### src/svpwm_divider.sv
`timescale 1ns / 1ps
// Restoring unsigned divider, one quotient bit a cycle.
module svpwm_divider #(
	parameter int NW = 56,
	parameter int DW = 48
) (
	input  logic clk,
	input  logic arst_n,
	input  logic start,
	input  logic [NW-1:0] num,
	input  logic [DW-1:0] den,
	output logic busy,
	output logic [NW-1:0] quo
);
	localparam int CW = $clog2(NW + 1);
	logic [NW-1:0] n_q;
	logic [DW:0] r_q;
	logic [DW-1:0] d_q;
	logic [CW-1:0] cnt_q;
	logic [DW:0] rs;
	logic [DW+1:0] diff;
	assign rs = {r_q[DW-1:0], n_q[NW-1]};
	assign diff = {1'b0, rs} - {2'b0, d_q};
	assign busy = (cnt_q != '0);
	assign quo = n_q;
	always_ff @(posedge clk or negedge arst_n) begin
		if (!arst_n) cnt_q <= '0;
		else if (start) cnt_q <= CW'(NW);
		else if (busy) cnt_q <= cnt_q - 1'b1;
	end
	always_ff @(posedge clk) begin
		if (start) begin
			n_q <= num; r_q <= '0; d_q <= den;
		end else if (busy) begin
			if (!diff[DW+1]) begin
				r_q <= diff[DW:0];
				n_q <= {n_q[NW-2:0], 1'b1};
			end else begin
				r_q <= rs;
				n_q <= {n_q[NW-2:0], 1'b0};
			end
		end
	end
endmodule

### config.mk
export PLATFORM = sky130hd
export DESIGN_NAME = svpwm_divider
export DESIGN_NICKNAME = d
export VERILOG_FILES = /design/src/svpwm_divider.sv
export SDC_FILE = /design/constraint.sdc
export NUM_CORES = 1
export LEC_CHECK = 0
export ABC_AREA = 1
export BUFFER_PORTS_ARGS = -buffer_cell sky130_fd_sc_hd__buf_2
export CORE_MARGIN = 10
export CORE_UTILIZATION = 30
export DETAILED_ROUTE_END_ITERATION = 8
export PLACE_DENSITY_LB_ADDON = 0.08
export SLEW_MARGIN = 20
export SYNTH_ARGS = -nofsm -noshare
export SYNTH_HDL_FRONTEND = slang
export SYNTH_SLANG_ARGS = --single-unit
export TNS_END_PERCENT = 50
### constraint.sdc
create_clock -name clk -period 5.3 [get_ports clk]
set_clock_uncertainty 0.1 [all_clocks]
set_input_delay 1.06 -clock clk [delete_from_list [all_inputs] [get_ports clk]]
set_output_delay 1.06 -clock clk [all_outputs]
set_load 0.005 [all_outputs]
==> run_results.csv <==
group,metric,value,unit
global_routing,grt_overflow,0,
placement,place.gp.congestion,0.914,
timing,slew_headroom,36.2,%
worst_setup_path,cpMostUsedCell,"inv_1",
clock_network,htree_levels,4,
synthesis,synth-seq-cells,158,
timing,tightest_slew,957,ps
clock_network,cts-buffers-inserted,17,
worst_setup_path,crit_required,4140,ps
timing,hold_violations,0,
route,drtIter0Drc,527,
flow_run,cap_violations,0,
worst_setup_path,cp-end-kind,"primary output",
clock_network,cts_resized,0,
clock_network,cts_sinks,158,
pwr,power.density_cell_area,245,mW/mm^2
synthesis,synth_top_area_share,28.8,%
die,core,0.0356,sq mm
finish,diodes,0,
synthesis,synth_nets,1782,
global_routing,grt_pass1_vias,10248,
route,viasPerCell,4.44,
timing,drv_slew,0,
clock_network,clk_pin_slew,70,ps
global_routing,grt_pass1_wl,56000,microns
synthesis,yosys-top-cells-count,"nand2_1, inv_1, nand3_1",
route,wl,34800,microns
synthesis,synthArstFlopShare,3.80,%
finish,fin_nets,1935,
clock_network,hold_buffers,0,
global_routing,grt_max_degree,75,
pwr,leakage,0.00699,uW
timing,min_period_over_period,59.4,%
placement,port_buffers,163,
worst_setup_path,cpPeakStageDelay,400,ps
timing,tns,0,ps
synthesis,synthCells,1625,
synthesis,ys_types,38,
placement,dpl.hpwl,27000,microns
timing,finalSetupViolCount,0,
timing,rsz0062_at_grt,"false",
worst_setup_path,timing.critical_path.cells,"inv_1 -> ha_1 -> inv_1 -> nor3_1 -> nand2_1 -> nor2_1 -> inv_1 -> buf_2",
worst_setup_path,critPathMaxFanout,3,
route,first_pass_iters,6,
finish,synthToLayoutAreaGrowth,17.2,%
worst_setup_path,critPathKind,"flip-flop to primary output",
die,die_x,210,microns
synthesis,ys.flop_type,"edfxtp_1",
synthesis,syn_avg_cell_area,6.67,sq um
clock_network,root_buffer,"clkbuf_16",
synthesis,synth_area_leaders,"edfxtp_1, nand2_1, inv_1",
route,drc,0,
synthesis,ys_seq_area_share,39.1,%
worst_hold_path,hold_class,"input pin to async pin",
synthesis,synth_edf_count,104,
clock_network,clock_path_buffers,2,
finish,final_layout_size_suffix_gt1_share,12.2,%
pwr,vdd_drop_max,0.225,mV
route,ant_nets,0,
synthesis,yosys_warnings,0,
clock_network,postCtsSetupBuffers,0,
die,start_util,30.5,%
die,die_h,210,microns
route,vias,10008,
clock_network,cts_tree,"done",
timing,fin_crit,3150,ps
worst_setup_path,worst_setup_path_start_kind,"flip-flop",
outcome,status,"finished, final reports clean",
finish,fin_util,35.7,%
clock_network,clkLatencyLatePin,450,ps
die,rows,69,
die,die_area,0.0441,sq mm
worst_setup_path,critPathSlowestCell,"dfrtp_1",
route,post_drt_wl_per_cell,15.5,microns
synthesis,yosysTopAreaCell,"edfxtp_1",
worst_setup_path,crit_arrival,1990,ps
global_routing,antenna_found_initial,4,
synthesis,mappedNetlistArea,0.0108,sq mm
global_routing,track_usage,15.9,%
die,num_io_pins,164,
timing,max_freq,318,MHz
synthesis,post-synth-top-count-cell,"nand2_1",
-- path summary, 6_finish.rpt --
check | from | to | slack [ps] | cells past startpoint
min | arst_n | cnt_q[4]$_DFFE_PN0P_ | 340 | 1
min reg2reg | r_q[27]$_SDFFE_PP0P_ | r_q[27]$_SDFFE_PP0P_ | 370 | 2
max in group asynchronous | arst_n | cnt_q[3]$_DFFE_PN0P_ | 4600 | 1
max | cnt_q[0]$_DFFE_PN0P_ | busy | 2150 | 8
min in group clk | r_q[27]$_SDFFE_PP0P_ | r_q[27]$_SDFFE_PP0P_ | 370 | 2
max reg2reg | d_q[37]$_DFFE_PP_ | r_q[42]$_SDFFE_PP0P_ | 2340 | 12
-- report_power, final --
part	total, uW	switching, uW	internal (uW)
sequential	1440	35.5	1400
combinational	387	237	150
clock	1290	551	737
-- flip-flops by register name, summed over array words and instances, names as in the netlist --
name,cells
quo,56
cnt_q,6
d_q,48
r_q,48
-- through the flow --
step,instances,cell area (sq um),hold WS [ps],worst slack [ps],power (uW)
after floorplan,1625,10800,344,1620,1690
after global placement,2220,12100,359,2180,1860
after detailed placement,2220,12100,362,2190,1860
after CTS,2252,12700,315,2100,3170
after global routing,2252,12700,327,1980,3270
final,2252,12700,339,2150,3110
-- worst max-delay path, delay by kind of cell (launching register included) --
kind | cells | cell delay (ps)
flops | 1 | 400
simple gates | 3 | 580
buf+inv | 4 | 400
fa+ha+maj | 1 | 160
-- logic make-up after synthesis --
kind of cell / after synthesis / synth area share [%]
compound gates: 64 / 3.27
simple gates: 975 / 37.2
fa+ha+maj: 50 / 5.84
flops: 158 / 39.1
xor+xnor: 23 / 1.86
buf+inv: 355 / 12.8
-- cells in the final DEF (no fill, tap or decap), types with 2 or more instances in the layout --
cell type | Yosys | final
a21o_1 | 2 | 2
a21oi_1 | 30 | 30
and2_1 | 5 | 5
buf_2 | 8 | 162
buf_4 | 1 | 9
bufinv_16 | 0 | 2
clkbuf_16 | 0 | 17
clkbuf_8 | 0 | 3
clkinv_1 | 0 | 2
clkinvlp_4 | 0 | 4
dfrtp_1 | 6 | 6
dfxtp_1 | 48 | 48
edfxtp_1 | 104 | 104
ha_1 | 49 | 49
inv_1 | 316 | 315
inv_2 | 2 | 2
inv_6 | 0 | 2
nand2_1 | 696 | 696
nand2_2 | 2 | 2
nand2_4 | 2 | 2
nand3_1 | 119 | 119
nand3_2 | 4 | 4
nand3b_1 | 26 | 26
nand4_1 | 10 | 10
nor2_1 | 97 | 97
nor2_2 | 3 | 3
nor3_1 | 6 | 6
nor4_1 | 2 | 2
o21ai_0 | 23 | 23
o21bai_1 | 5 | 5
xnor2_1 | 22 | 22
-- area by class of cell --
| type | count | area (sq um) |
|---|---|---|
| inverter | 318 | 1190 |
| clock inverter | 11 | 131 |
| timing repair buffer | 171 | 878 |
| tap | 461 | 577 |
| clock buffer | 21 | 470 |
| fill | 3964 | 22900 |
| multi-input combinational | 1112 | 5220 |
| sequential | 158 | 4230 |
-- layer usage --
layer | vias to the layer above | global-route usage (%) | share of wire, %
met5 | - | 0 | 0.080
met4 | 6 | 4.69 | 1.7
met3 | 31 | 4.07 | 5.4
met2 | 205 | 26.0 | 46
met1 | 4502 | 20.3 | 47
li1 | 5264 | - | -
Note: power is estimated with default switching activity, not from simulation.
