## config.mk

```make
export PLATFORM = sky130hd
export DESIGN_NAME = svpwm_cordic_cell
export DESIGN_NICKNAME = d
export VERILOG_FILES = /design/src/svpwm_pkg.sv /design/src/svpwm_cordic_cell.sv
export SDC_FILE = /design/constraint.sdc
export NUM_CORES = 1
export LEC_CHECK = 0
export BUFFER_PORTS_ARGS = -buffer_cell sky130_fd_sc_hd__buf_2
export CORE_MARGIN = 2
export CORE_UTILIZATION = 45
export DETAILED_ROUTE_END_ITERATION = 8
export HOLD_SLACK_MARGIN = 0.06
export MAX_ROUTING_LAYER = met4
export PLACE_DENSITY = 0.77
export SKIP_LAST_GASP = 1
export SLEW_MARGIN = 20
export SYNTH_ARGS = -nofsm -noshare
export SYNTH_HDL_FRONTEND = slang
export SYNTH_SLANG_ARGS = --single-unit
```

## constraint.sdc

```tcl
create_clock -name clk -period 0.8 [get_ports clk]
set_clock_uncertainty 0.1 [all_clocks]
set_input_delay 0.12 -clock clk [delete_from_list [all_inputs] [get_ports clk]]
set_output_delay 0.12 -clock clk [all_outputs]
set_load 0.01 [all_outputs]
```

## src/svpwm_pkg.sv

```systemverilog
`timescale 1ns / 1ps
package svpwm_pkg;
	localparam int ANGLE_BITS_DEF = 16;
	localparam int VOLT_BITS_DEF  = 16;
	localparam int PH_BITS        = 20;
	localparam int CORDIC_STEPS   = 16;
	localparam logic [15:0] PERIOD_RESET = 16'd4000;
	localparam int K_INV          = 19898;
	localparam int Q16_SQRT3      = 113512;
	localparam int Q16_HALF_SQRT3 = 56756;
	localparam int Q16_THREE_HALF = 98304;

	function automatic logic signed [21:0] atan_lut(input logic [3:0] i);
		logic signed [21:0] r;
		begin
			unique case (i)
				4'd0:  r = 22'sd131072;
				4'd1:  r = 22'sd77376;
				4'd2:  r = 22'sd40884;
				4'd3:  r = 22'sd20753;
				4'd4:  r = 22'sd10417;
				4'd5:  r = 22'sd5213;
				4'd6:  r = 22'sd2607;
				4'd7:  r = 22'sd1304;
				4'd8:  r = 22'sd652;
				4'd9:  r = 22'sd326;
				4'd10: r = 22'sd163;
				4'd11: r = 22'sd81;
				4'd12: r = 22'sd41;
				4'd13: r = 22'sd20;
				4'd14: r = 22'sd10;
				default: r = 22'sd5;
			endcase
			return r;
		end
	endfunction
endpackage

```

## src/svpwm_cordic_cell.sv

```systemverilog
`timescale 1ns / 1ps
// One CORDIC rotation; the item's other payload rides along.
module svpwm_cordic_cell #(
	parameter int STEP = 0,
	parameter int PW = 64
) (
	input  logic clk,
	input  logic arst_n,
	input  logic en,
	input  logic vld_in,
	input  logic signed [17:0] x_in,
	input  logic signed [17:0] y_in,
	input  logic signed [21:0] z_in,
	input  logic [PW-1:0] pl_in,
	output logic vld_q,
	output logic signed [17:0] x_q,
	output logic signed [17:0] y_q,
	output logic signed [21:0] z_q,
	output logic [PW-1:0] pl_q
);
	import svpwm_pkg::*;
	logic signed [17:0] dx, dy;
	logic signed [21:0] at;
	assign dx = y_in >>> STEP;
	assign dy = x_in >>> STEP;
	assign at = atan_lut(4'(STEP));
	always_ff @(posedge clk or negedge arst_n) begin
		if (!arst_n) vld_q <= 1'b0;
		else if (en) vld_q <= vld_in;
	end
	always_ff @(posedge clk) begin
		if (en) begin
			pl_q <= pl_in;
			if (!z_in[21]) begin
				x_q <= x_in - dx; y_q <= y_in + dy; z_q <= z_in - at;
			end else begin
				x_q <= x_in + dx; y_q <= y_in - dy; z_q <= z_in + at;
			end
		end
	end
endmodule

```

==> flow_metrics.py, run 1 <==
metrics = {
    "logic_synthesis": {
        "post_synth.cell_area_avg_um2": 11.94,
        "synth_fp_nets": 736,
        "synth.distinct_cells": 60,
        "synth-seq-cells": 122,
        "syn-cell-area_um2": 6589,
        "synthesis.yosys.warnings": 0,
        "synth_top_cell_area_share": 0.5515,
        "synth_top_flop_cell": "edfxtp_1",
        "synth.area.top_cells": "edfxtp_1 (55%), ha_1 (10%), a21oi_1 (4.3%), xnor2_1 (4.1%), inv_1 (2.6%)",
        "netlist_instances": 552,
        "synthMostInstantiatedCell": "edfxtp_1",
        "synthArstFlopShare": 0.008197,
        "number_of_enable_flip_flop_cells_after_synthesis": 121,
        "yosysSeqAreaShare": 0.5553,
        "top_cells_by_count_synth": "edfxtp_1 (121), a21oi_1 (57), ha_1 (54)",
        "synth_largest_area_cell": "edfxtp_1",
    },
    "critical_path": {
        "required_time_of_the_critical_path_ns": 0.84,
        "worstSetupPathType": "in -> reg",
        "crit_slowest_cell": "fa_2",
        "critPathCaptureType": "flop",
        "timing.critical_path.slowest_cell_delay_ns": 0.35,
        "setup.worst_path.start_class": "input pin",
        "r2r_cells": 1,
        "crit_chain": "buf_12, ha_4, fa_2, and2b_1, o31a_1, nor4_2, o41a_1, o21ai_2, o211ai_1, xnor2_1",
        "crit_path_max_fanout": 3,
        "crit_arrival_ns": 2.12,
    },
    "cts": {
        "clk-insertion-delay-late_ns": 0.40,
        "clk_pin_slew_worst_paths_ns": 0.05,
        "clock_tree.htree_level_count": 4,
        "cts_sinks": 122,
        "tritoncts": "built",
        "cts.root.buffer_cell": "clkbuf_16",
        "cts.path.max_buffers": 2,
        "cts_made_buffers": 17,
        "post_cts_hold_buffer_count": 83,
    },
    "sta": {
        "grt_setup_unrepaired": "yes",
        "report.final.setup_viol": 161,
        "final_max_slew_viol_count": 0,
        "final_hold_viol_count": 2,
        "postLayoutSetupSlackWorst_ns": -1.280,
        "relSlewSlack": 0.6842,
        "period_needed_ns": 2.080,
        "layout_worst_path_cycle_share": 2.601,
        "tightestPinTransition_ns": 0.4617,
        "finalHoldWorstSlack_ns": -0.1446,
        "clock.fmax_mhz": 480.7,
    },
    "detailed_routing": {
        "finalWirelength_um": 24590,
        "detail-route-antenna-nets": 0,
        "vias": 6928,
        "drc_errors": 0,
        "via_per_inst": 5.434,
        "drtPass1Iterations": 6,
        "drt_iter0_markers": 765,
        "wl_per_cell_um": 19.29,
    },
    "pwr": {
        "design_power_total_uw": 21900,
        "portion_of_total_power_attributed_to_sequential_cells": 0.369,
        "powerDensity_nw_per_um2": 1814,
        "swShare": 0.2831,
        "p_clk_frac": 0.327,
        "power_switching_uw": 6200,
        "power_frac_comb": 0.304,
        "power_leakage_uw": 0.005321,
        "internal_power_uw": 15700,
        "irDropWorstVdd_mv": 1.010,
    },
    "floorplan": {
        "floorplan.die_area_um2": 15630,
        "die_w_um": 125.0,
        "ioPinCount": 249,
        "rows": 44,
        "design.core.area_um2": 14420,
        "dieHeight_um": 125.0,
        "initial_utilization": 0.4568,
    },
    "global_routing": {
        "grt_start_max_net_pins": 47,
        "total_gr_overflow": 0,
        "grt_util_all_layers": 0.3021,
        "antenna_found_initial": 0,
        "grt_first_pass_wirelength_um": 36080,
        "first_global_vias": 6647,
    },
    "min_path": {
        "worst_hold_path_type": "in -> reg",
        "hold-path-cell-count": 2,
    },
    "run_status": {
        "result_of_the_run": "complete, but fails checks",
        "violations_in_the_final_reports": "hold timing, setup timing",
    },
    "finish": {
        "antenna_cells": 0,
        "final_layout_size_suffix_gt1_frac": 0.5646,
        "layout-area-overhead-vs-synth_pct": 83.21,
        "num-nets-final": 1263,
    },
    "place": {
        "gp_congestion": 0.9640,
        "detailed_place_hpwl_um": 15130,
        "portBuffers": 248,
    },
    "job": {
        "max-cap-violations": 0,
    },
}
-- metrics by stage --
step	cell area, um^2	utilization	instances	setup slack, ns	TNS, ns
floorplan	7038	-	552	-1.321	-31.61
global placement	9628	0.6675	1121	-1.658	-63.24
detailed placement	9628	0.6675	1121	-1.673	-65.51
CTS	11690	0.8105	1259	-1.097	-70.63
global route	12070	0.8369	1275	-1.316	-77.27
finish	12070	0.8369	1275	-1.280	-71.91
-- cell type report --
type	count	area [um^2]
repair buffers	529	3911
flip-flops and latches	122	3659
multi-input cells	358	3460
fillers	729	2352
clock buffers	17	425.4
inverters	51	254.0
well taps	184	230.2
clock inverters	14	132.6
-- layer usage --
layer | GRT usage | up-vias | wire [um]
met2 | 0.5336 | 455 | 12560
met4 | 0.09608 | 0 | 1139
met3 | 0.04536 | 116 | 1908
met5 | - | - | 0
li1 | - | 3077 | -
met1 | 0.3563 | 3280 | 8978
-- critical path: cells and delay by family --
kind / cells / cell delay [ns]
fa+ha+maj: 2 / 0.51
buf+inv: 1 / 0.11
compound gates: 4 / 0.90
xor+xnor: 1 / 0.16
simple gates: 2 / 0.29
-- power by group through the flow --
stage | Sequential (uW) | Combinational [uW] | Clock (uW)
CTS | 8040 | 6050 | 7180
detailed placement | 8160 | 5100 | 0
global placement | 8130 | 5010 | 0
floorplan | 8570 | 2140 | 0
finish | 8070 | 6660 | 7160
global route | 8130 | 7000 | 7550
-- cell usage in the layout (no fill, tap or decap), types with 9 or more instances in the layout --
master           n
a21oi_4          9
inv_1           33
o21ai_0         13
buf_4          165
a21oi_1         29
ha_4            19
a21oi_2         19
nor2_1          26
buf_2          234
xnor2_1         31
buf_6           30
buf_12          13
dlygate4sd3_1   83
ha_1            33
edfxtp_1       121
nand2_1         21
o21ai_2         12
o211ai_1        10
clkbuf_16       17
-- final timing paths --
check / from / endpoint / slack, ns
hold reg to reg: vld_q / vld_q / 0.42
setup / recovery: y_in[0] / x_q[16] / -1.28
min in group asynchronous: arst_n / vld_q / 0.46
hold / removal: vld_in / vld_q / -0.14
max in group asynchronous: arst_n / vld_q / 0.04
setup reg to reg: vld_q / vld_q / -0.05
-- repair_timing --
item                                    4_1_cts  5_1_grt
cloned                                        2        0
endpoints found under the setup margin      162      161
pin swaps                                    53       38
hold endpoints to repair                     91        8
setup buffers                                24       20
resized for setup                            99       58
-- kinds of logic (layout without fill, tap and decap cells) --
family | count (synthesis) | count (layout) | share of synthesized area
XOR/XNOR | 35 | 35 | 0.04652
multiplexers | 6 | 6 | 0.009305
flip-flops | 122 | 122 | 0.5553
AO/OA/AOI/OAI | 151 | 151 | 0.1474
adder cells (fa/ha/maj) | 58 | 58 | 0.1147
buffers and inverters | 72 | 611 | 0.04520
AND/OR/NAND/NOR | 108 | 108 | 0.08166
-- registers in the layout, indices dropped and copies added, names as in the netlist --
| signal | flops |
|---|---|
| vld_q | 1 |
| y_q | 18 |
| x_q | 17 |
| pl_q | 64 |
| z_q | 22 |
(Power assumes the default switching activity.)
==> inputs of run 2 (changes only) <==
- ABC_AREA: default -> 1
- CAP_MARGIN: default -> 20
- PLACE_DENSITY: 0.77 -> 0.76
==> run 2 against run 1 <==
The flow still finishes with violations (hold timing, setup timing). Worst setup slack better by 0.59 ns. Cell count up 13%. Register-to-register slack worse by 0.16 ns. Via count up 10%. Sequential power down 0.6%. Global-route usage up 0.29 points. Critical path depth up 1. Sequential cell count unchanged. Wire length up 13%. Non-clock buffer count down 62. Clock power up 4.1%. Die area up 7.5%. Critical endpoint is now y_q[7].
==> flow_metrics.py, run 2 <==
metrics = {
    "finish": {
        "antenna_cells": 0,
        "num-nets-final": 1403,
        "final_cell_count_no_fill": 1443,
        "largest_register_ff_count": 64,
        "largest_registers": "pl_q: 64 flops, z_q: 22 flops, y_q: 18 flops",
        "multiInputGateArea_um2": 4036,
        "largest-register": "pl_q",
        "final_cell_mix": "buf_2 (223), nand2_1 (130), edfxtp_1 (121)",
        "fill_cells": 890,
        "area_used_by_sequential_logic_in_the_layout_um2": 3659,
        "final_layout_size_suffix_gt1_frac": 0.5341,
        "mostFrequentLayoutCell": "buf_2",
        "layout-area-overhead-vs-synth_pct": 76.45,
    },
    "logic_synthesis": {
        "synth_top_cell_area_share": 0.5120,
        "synthAdderAreaFrac": 0.1065,
        "synthArstFlopShare": 0.008197,
        "synth_top_family_by_area": "simple AND/OR/NAND/NOR gates",
        "synth-seq-cells": 122,
        "synth-compound-area-share": 0.07017,
        "synth_largest_area_cell": "edfxtp_1",
        "post_synth.cell_area_avg_um2": 9.400,
        "synthSimpleGateAreaFrac": 0.2091,
        "synth.distinct_cells": 38,
        "post_synth_mux_area_share": 0.002997,
        "post_synthesis_xor_xnor_area_fraction": 0.01975,
        "netlist_instances": 755,
        "synth.area.top_cells": "edfxtp_1 (51%), nand2_1 (10%), ha_1 (9.5%), nand3_1 (5.6%), inv_1 (5.2%)",
        "syn-cell-area_um2": 7097,
        "synth_top_flop_cell": "edfxtp_1",
        "yosysSeqAreaShare": 0.5155,
        "synthesis.yosys.warnings": 0,
        "top_cells_by_count_synth": "nand2_1 (195), edfxtp_1 (121), inv_1 (99)",
        "synth_fp_nets": 939,
        "synthMostInstantiatedCell": "nand2_1",
        "number_of_enable_flip_flop_cells_after_synthesis": 121,
    },
    "job": {
        "max-cap-violations": 0,
    },
    "critical_path": {
        "required_time_of_the_critical_path_ns": 0.94,
        "worstReg2RegEnd": "vld_q",
        "critPathBufInv": 4,
        "r2r_cells": 2,
        "timing.rr.start": "vld_q",
        "crit_family": "simple AND/OR/NAND/NOR gates",
        "rrSetupSlack_ns": -0.21,
        "crit_chain": "buf_8, inv_4, ha_4, buf_6, nor2_4, nand4_1, nand2_2, buf_6, xor2_2, nand2_1, o21ai_1",
        "crit_path_max_fanout": 6,
        "timing.critical_path.slowest_cell_delay_ns": 0.28,
        "setup.worst_path.start_class": "input pin",
        "crit_path_frequent_cell": "buf_6",
        "worstSetupPathType": "in -> reg",
        "crit_slowest_cell": "ha_4",
        "crit_arrival_ns": 1.63,
        "critPathCaptureType": "flop",
    },
    "sta": {
        "postLayoutSetupSlackWorst_ns": -0.6889,
        "period_needed_ns": 1.489,
        "layout_worst_path_cycle_share": 1.861,
        "grt_setup_unrepaired": "yes",
        "final_max_slew_viol_count": 0,
        "tightestPinTransition_ns": 0.2749,
        "clock.fmax_mhz": 671.6,
        "finalHoldWorstSlack_ns": -0.1319,
        "report.final.setup_viol": 159,
        "final_hold_viol_count": 1,
        "relSlewSlack": 0.8153,
    },
    "min_path": {
        "worst_hold_path_type": "in -> reg",
        "hold-path-cell-count": 2,
        "hold_path.startpoint": "vld_in",
        "worst_hold_path.endpoint": "vld_q",
    },
    "cts": {
        "cts_made_buffers": 17,
        "clk_pin_slew_worst_paths_ns": 0.06,
        "clk-insertion-delay-late_ns": 0.40,
        "cts_sinks": 122,
        "clock_tree.htree_level_count": 4,
        "tritoncts": "built",
        "cts.root.buffer_cell": "clkbuf_16",
        "cts.path.max_buffers": 2,
    },
    "detailed_routing": {
        "detail-route-antenna-nets": 0,
        "finalWirelength_um": 27770,
        "via_per_inst": 5.286,
        "wl_per_cell_um": 19.25,
        "drtPass1Iterations": 5,
        "vias": 7628,
        "drc_errors": 0,
        "drt_iter0_markers": 595,
    },
    "pwr": {
        "design_power_total_uw": 22420,
        "powerDensity_nw_per_um2": 1791,
        "power_leakage_uw": 0.005804,
        "irDropWorstVdd_mv": 1.372,
    },
    "global_routing": {
        "total_gr_overflow": 0,
        "grt_first_pass_wirelength_um": 38050,
        "antenna_found_initial": 0,
        "first_global_vias": 7343,
        "grt_util_all_layers": 0.3050,
        "grt_start_max_net_pins": 23,
    },
    "floorplan": {
        "initial_utilization": 0.4634,
        "floorplan.die_area_um2": 16790,
        "rows": 45,
        "design.core.area_um2": 15310,
        "die_w_um": 129.6,
        "dieHeight_um": 129.6,
        "ioPinCount": 249,
    },
    "place": {
        "portBuffers": 248,
        "placed_cells": 1300,
        "detailed_place_hpwl_um": 16930,
        "gp_congestion": 0.9262,
    },
    "run_status": {
        "result_of_the_run": "complete, but fails checks",
        "violations_in_the_final_reports": "hold timing, setup timing",
    },
}
## run 2: changes by cell type in the layout (fill, tap and decap cells not counted), sizes merged, moves of 14 or more
cell,previous run,this run
xnor2,31,1
nor2,32,46
nand3,6,82
inv,50,108
buf,446,384
nand2,27,199
## run 2: area by class of cell
class	instances	area share
clock buffers	18	0.03427
repair buffers	467	0.2822
inverters	102	0.03697
flip-flops and latches	122	0.2922
well taps	211	0.02108
multi-input cells	509	0.3223
clock inverters	14	0.01099
## run 2: where the power goes
part / internal [uW] / total, uW / switching, uW
sequential: 7800 / 8020 / 215
clock: 4350 / 7450 / 3100
combinational: 3180 / 6960 / 3780
## run 2: logic make-up (layout without fill, tap and decap cells)
kind of cell,count (synthesis),after routing
and+or+nand+nor,346,346
buffers and inverters,124,601
DFF,122,122
AOI/OAI and AO/OA,87,87
adders and majority gates,58,58
xor gates and xnor gates,16,16
muxes,2,2
## run 2: worst register-to-register path: cells and delay by family (launching register included)
kind / cells / cell delay, ns
buffers and inverters: 1 / 0.12
multiplexers: 1 / 0.27
flip-flops: 1 / 0.40
## run 2: per-stage QoR
| step | hold slack, ns | util | setup slack, ns | cell area (um^2) | TNS [ns] |
|---|---|---|---|---|---|
| 4_1_cts | -0.1663 | 0.7880 | -0.6172 | 12070 | -59.89 |
| 3_5_place_dp | -0.2039 | 0.6465 | -1.180 | 9901 | -54.94 |
| 3_3_place_gp | -0.2050 | 0.6465 | -1.146 | 9901 | -53.39 |
| 5_1_grt | -0.1440 | 0.8176 | -0.7350 | 12520 | -67.04 |
| 2_1_floorplan | -0.2756 | - | -0.7835 | 7667 | -25.01 |
| 6_report | -0.1319 | 0.8176 | -0.6889 | 12520 | -62.45 |
## run 2: routing by layer
metal / track usage / vias up / wire [um]
met5: - / - / 0
met4: 0.1082 / 0 / 1179
met3: 0.04377 / 103 / 2098
met2: 0.5519 / 459 / 14650
met1: 0.3430 / 3620 / 9845
li1: - / 3446 / -
## run 2: repair_timing
item,4_1_cts,5_1_grt
setup endpoints to repair,159,160
cloned,0,0
gates resized for setup,170,93
pin swaps,97,65
endpoints found under the hold margin,99,15
setup buffers,18,14
hold buffers,83,1
## run 2: how the worst max path moves through the flow
stage,startpoint,endpoint,depth (start not counted),slack [ns]
2_1_floorplan,y_in[0],y_q[16],11,-0.78
3_3_place_gp,x_in[11],x_q[14],10,-1.15
3_5_place_dp,x_in[11],x_q[14],10,-1.18
4_1_cts,y_in[0],x_q[16],11,-0.62
5_1_grt,x_in[5],y_q[7],11,-0.74
6_report,x_in[5],y_q[7],11,-0.69
==> inputs of run 3 (changes only) <==
- CELL_PAD_IN_SITES_DETAIL_PLACEMENT: default -> 1
- CELL_PAD_IN_SITES_GLOBAL_PLACEMENT: default -> 2
- CORE_UTILIZATION: 45 -> 27
- PLACE_DENSITY: 0.76 -> default
- PLACE_DENSITY_LB_ADDON: default -> 0.1
==> run 3 against run 2 <==
The run still ends with hold timing, setup timing left. Clock-buffer cell count shrank 1. Cell count up 8.9%. Global-route usage fell by 9.8 points. Register-to-register slack improved by 0.13 ns. Cell area increased by 1.0%. Power down 2.5%. Via count fell by 8.1%. Wire length barely moved. Die area grew 64%. Critical path type unchanged. Largest power group unchanged. Highest routed layer unchanged.
==> flow_metrics.py, run 3 (synthesized netlist as in run 2, its figures left out) <==
metrics = {
    "min_path": {
        "hold-path-cell-count": 2,
        "worst_hold_path.endpoint": "vld_q",
        "hold_path.startpoint": "vld_in",
        "worst_hold_path_type": "in -> reg",
    },
    "cts": {
        "tritoncts": "built",
        "clk-insertion-delay-late_ns": 0.41,
        "clk_pin_slew_worst_paths_ns": 0.06,
        "cts_sinks": 122,
        "cts_made_buffers": 17,
        "cts.root.buffer_cell": "clkbuf_16",
        "cts.path.max_buffers": 2,
        "clock_tree.htree_level_count": 4,
        "post_cts_hold_buffer_count": 83,
    },
    "finish": {
        "num-nets-final": 1409,
        "antenna_cells": 0,
        "layout-area-overhead-vs-synth_pct": 78.26,
        "final_cell_mix": "buf_2 (222), buf_4 (124), edfxtp_1 (121)",
        "largest-register": "pl_q",
        "mostFrequentLayoutCell": "buf_2",
        "final_layout_size_suffix_gt1_frac": 0.5424,
        "largest_register_ff_count": 64,
        "largest_registers": "pl_q: 64 flops, z_q: 22 flops, y_q: 18 flops",
    },
    "detailed_routing": {
        "vias": 7010,
        "drc_errors": 0,
        "wl_per_cell_um": 17.66,
        "detail-route-antenna-nets": 0,
        "via_per_inst": 4.459,
        "drt_iter0_markers": 237,
        "finalWirelength_um": 27760,
        "drtPass1Iterations": 4,
    },
    "sta": {
        "clock.fmax_mhz": 679.0,
        "report.final.setup_viol": 158,
        "relSlewSlack": 0.7341,
        "finalHoldWorstSlack_ns": -0.1463,
        "period_needed_ns": 1.473,
        "postLayoutSetupSlackWorst_ns": -0.6728,
        "tightestPinTransition_ns": 0.3989,
        "final_hold_viol_count": 3,
        "final_max_slew_viol_count": 0,
        "layout_worst_path_cycle_share": 1.841,
        "grt_setup_unrepaired": "yes",
    },
    "floorplan": {
        "dieHeight_um": 166.1,
        "rows": 59,
        "die_w_um": 166.1,
        "ioPinCount": 249,
        "design.core.area_um2": 25910,
        "floorplan.die_area_um2": 27600,
        "initial_utilization": 0.2739,
    },
    "critical_path": {
        "crit_path_max_fanout": 6,
        "setup.worst_path.start_class": "input pin",
        "rrSetupSlack_ns": -0.08,
        "worstReg2RegEnd": "vld_q",
        "crit_slowest_cell": "ha_4",
        "timing.critical_path.slowest_cell_delay_ns": 0.33,
        "worstSetupPathType": "in -> reg",
        "crit_arrival_ns": 1.52,
        "timing.rr.start": "vld_q",
        "crit_chain": "buf_8, inv_8, ha_4, buf_6, nand2_8, nor2_4, nand3_4, nand3_4, nand2_2, nand2_1, nand2_1, nand3_2, nand2_1",
        "crit_path_frequent_cell": "nand2_1",
        "critPathCaptureType": "flop",
        "r2r_cells": 1,
        "required_time_of_the_critical_path_ns": 0.85,
    },
    "global_routing": {
        "first_global_vias": 7478,
        "grt_first_pass_wirelength_um": 43350,
        "antenna_found_initial": 0,
        "grt_util_all_layers": 0.2073,
        "grt_start_max_net_pins": 30,
        "total_gr_overflow": 0,
    },
    "pwr": {
        "irDropWorstVdd_mv": 1.379,
        "design_power_total_uw": 21860,
        "powerDensity_nw_per_um2": 1728,
        "power_leakage_uw": 0.005771,
    },
    "run_status": {
        "violations_in_the_final_reports": "hold timing, setup timing",
        "result_of_the_run": "complete, but fails checks",
    },
    "place": {
        "gp_congestion": 0.8020,
        "portBuffers": 248,
        "detailed_place_hpwl_um": 21000,
    },
    "job": {
        "max-cap-violations": 0,
    },
}
## run 3: cell types whose count changed in the layout (fill, tap and decap cells not counted), moves of 4 or more
cell and change:
a21oi_1 +4, a21oi_2 -9, a21oi_4 +5, buf_12 -10, buf_4 +18, clkinv_2 +5, nand2_1 -12, nand2_2 +10
nand3_1 +4, nand3_2 -4, nor2_1 -4, nor2_4 +5
## run 3: worst max path at each step
stage | depth (start not counted) | end | start | slack [ns]
3_5_place_dp | 12 | x_q[12] | x_in[0] | -1.24
2_1_floorplan | 11 | y_q[16] | y_in[0] | -0.78
5_1_grt | 13 | x_q[17] | x_in[8] | -0.74
4_1_cts | 11 | x_q[16] | y_in[0] | -0.66
3_3_place_gp | 12 | x_q[12] | x_in[0] | -1.22
6_report | 13 | x_q[17] | x_in[8] | -0.67
## run 3: per-layer routing
metal	vias up	track usage	share of wire
li1	3458	-	-
met1	3352	0.2566	0.44
met2	177	0.3567	0.51
met3	23	0.02955	0.039
met4	0	0.05293	0.017
met5	-	-	0
## run 3: what timing repair did
item                                   in CTS  in global routing
endpoints found under the hold margin      88                  7
pin swaps                                  81                 66
setup buffers                              17                 12
setup endpoints to repair                 159                159
gates resized for setup                   170                108
## run 3: per-stage QoR
step	TNS, ns	instances	cell area [um^2]	setup slack, ns	util
after floorplan	-25.01	755	7667	-0.7835	-
after global placement	-65.58	1433	10040	-1.220	0.3873
after detailed placement	-66.40	1433	10040	-1.237	0.3873
after CTS	-61.61	1562	12170	-0.6566	0.4696
after global routing	-67.33	1572	12650	-0.7448	0.4882
final	-60.67	1572	12650	-0.6728	0.4882
## run 3: critical path: cells and delay by family
| family | cells | cell delay, ns |
|---|---|---|
| AND/OR/NAND/NOR | 9 | 0.79 |
| buffers and inverters | 3 | 0.27 |
| adder cells (fa/ha/maj) | 1 | 0.33 |
## run 3: layout make-up
type	instances	area (um^2)
inverters	102	467.9
well taps	335	419.2
fillers	2923	13260
clock buffers	17	425.4
repair buffers	473	3457
flip-flops and latches	122	3659
clock inverters	14	98.84
multi-input cells	509	4124
## run 3: report_power, final
| part | total, uW | switching [uW] | leakage (uW) | internal, uW |
|---|---|---|---|---|
| combinational | 6860 | 3690 | 0.00431 | 3170 |
| clock | 7010 | 3060 | 0.000263 | 3950 |
| sequential | 7990 | 186 | 0.00120 | 7800 |
| total | 21900 | 6940 | 0.00577 | 14900 |
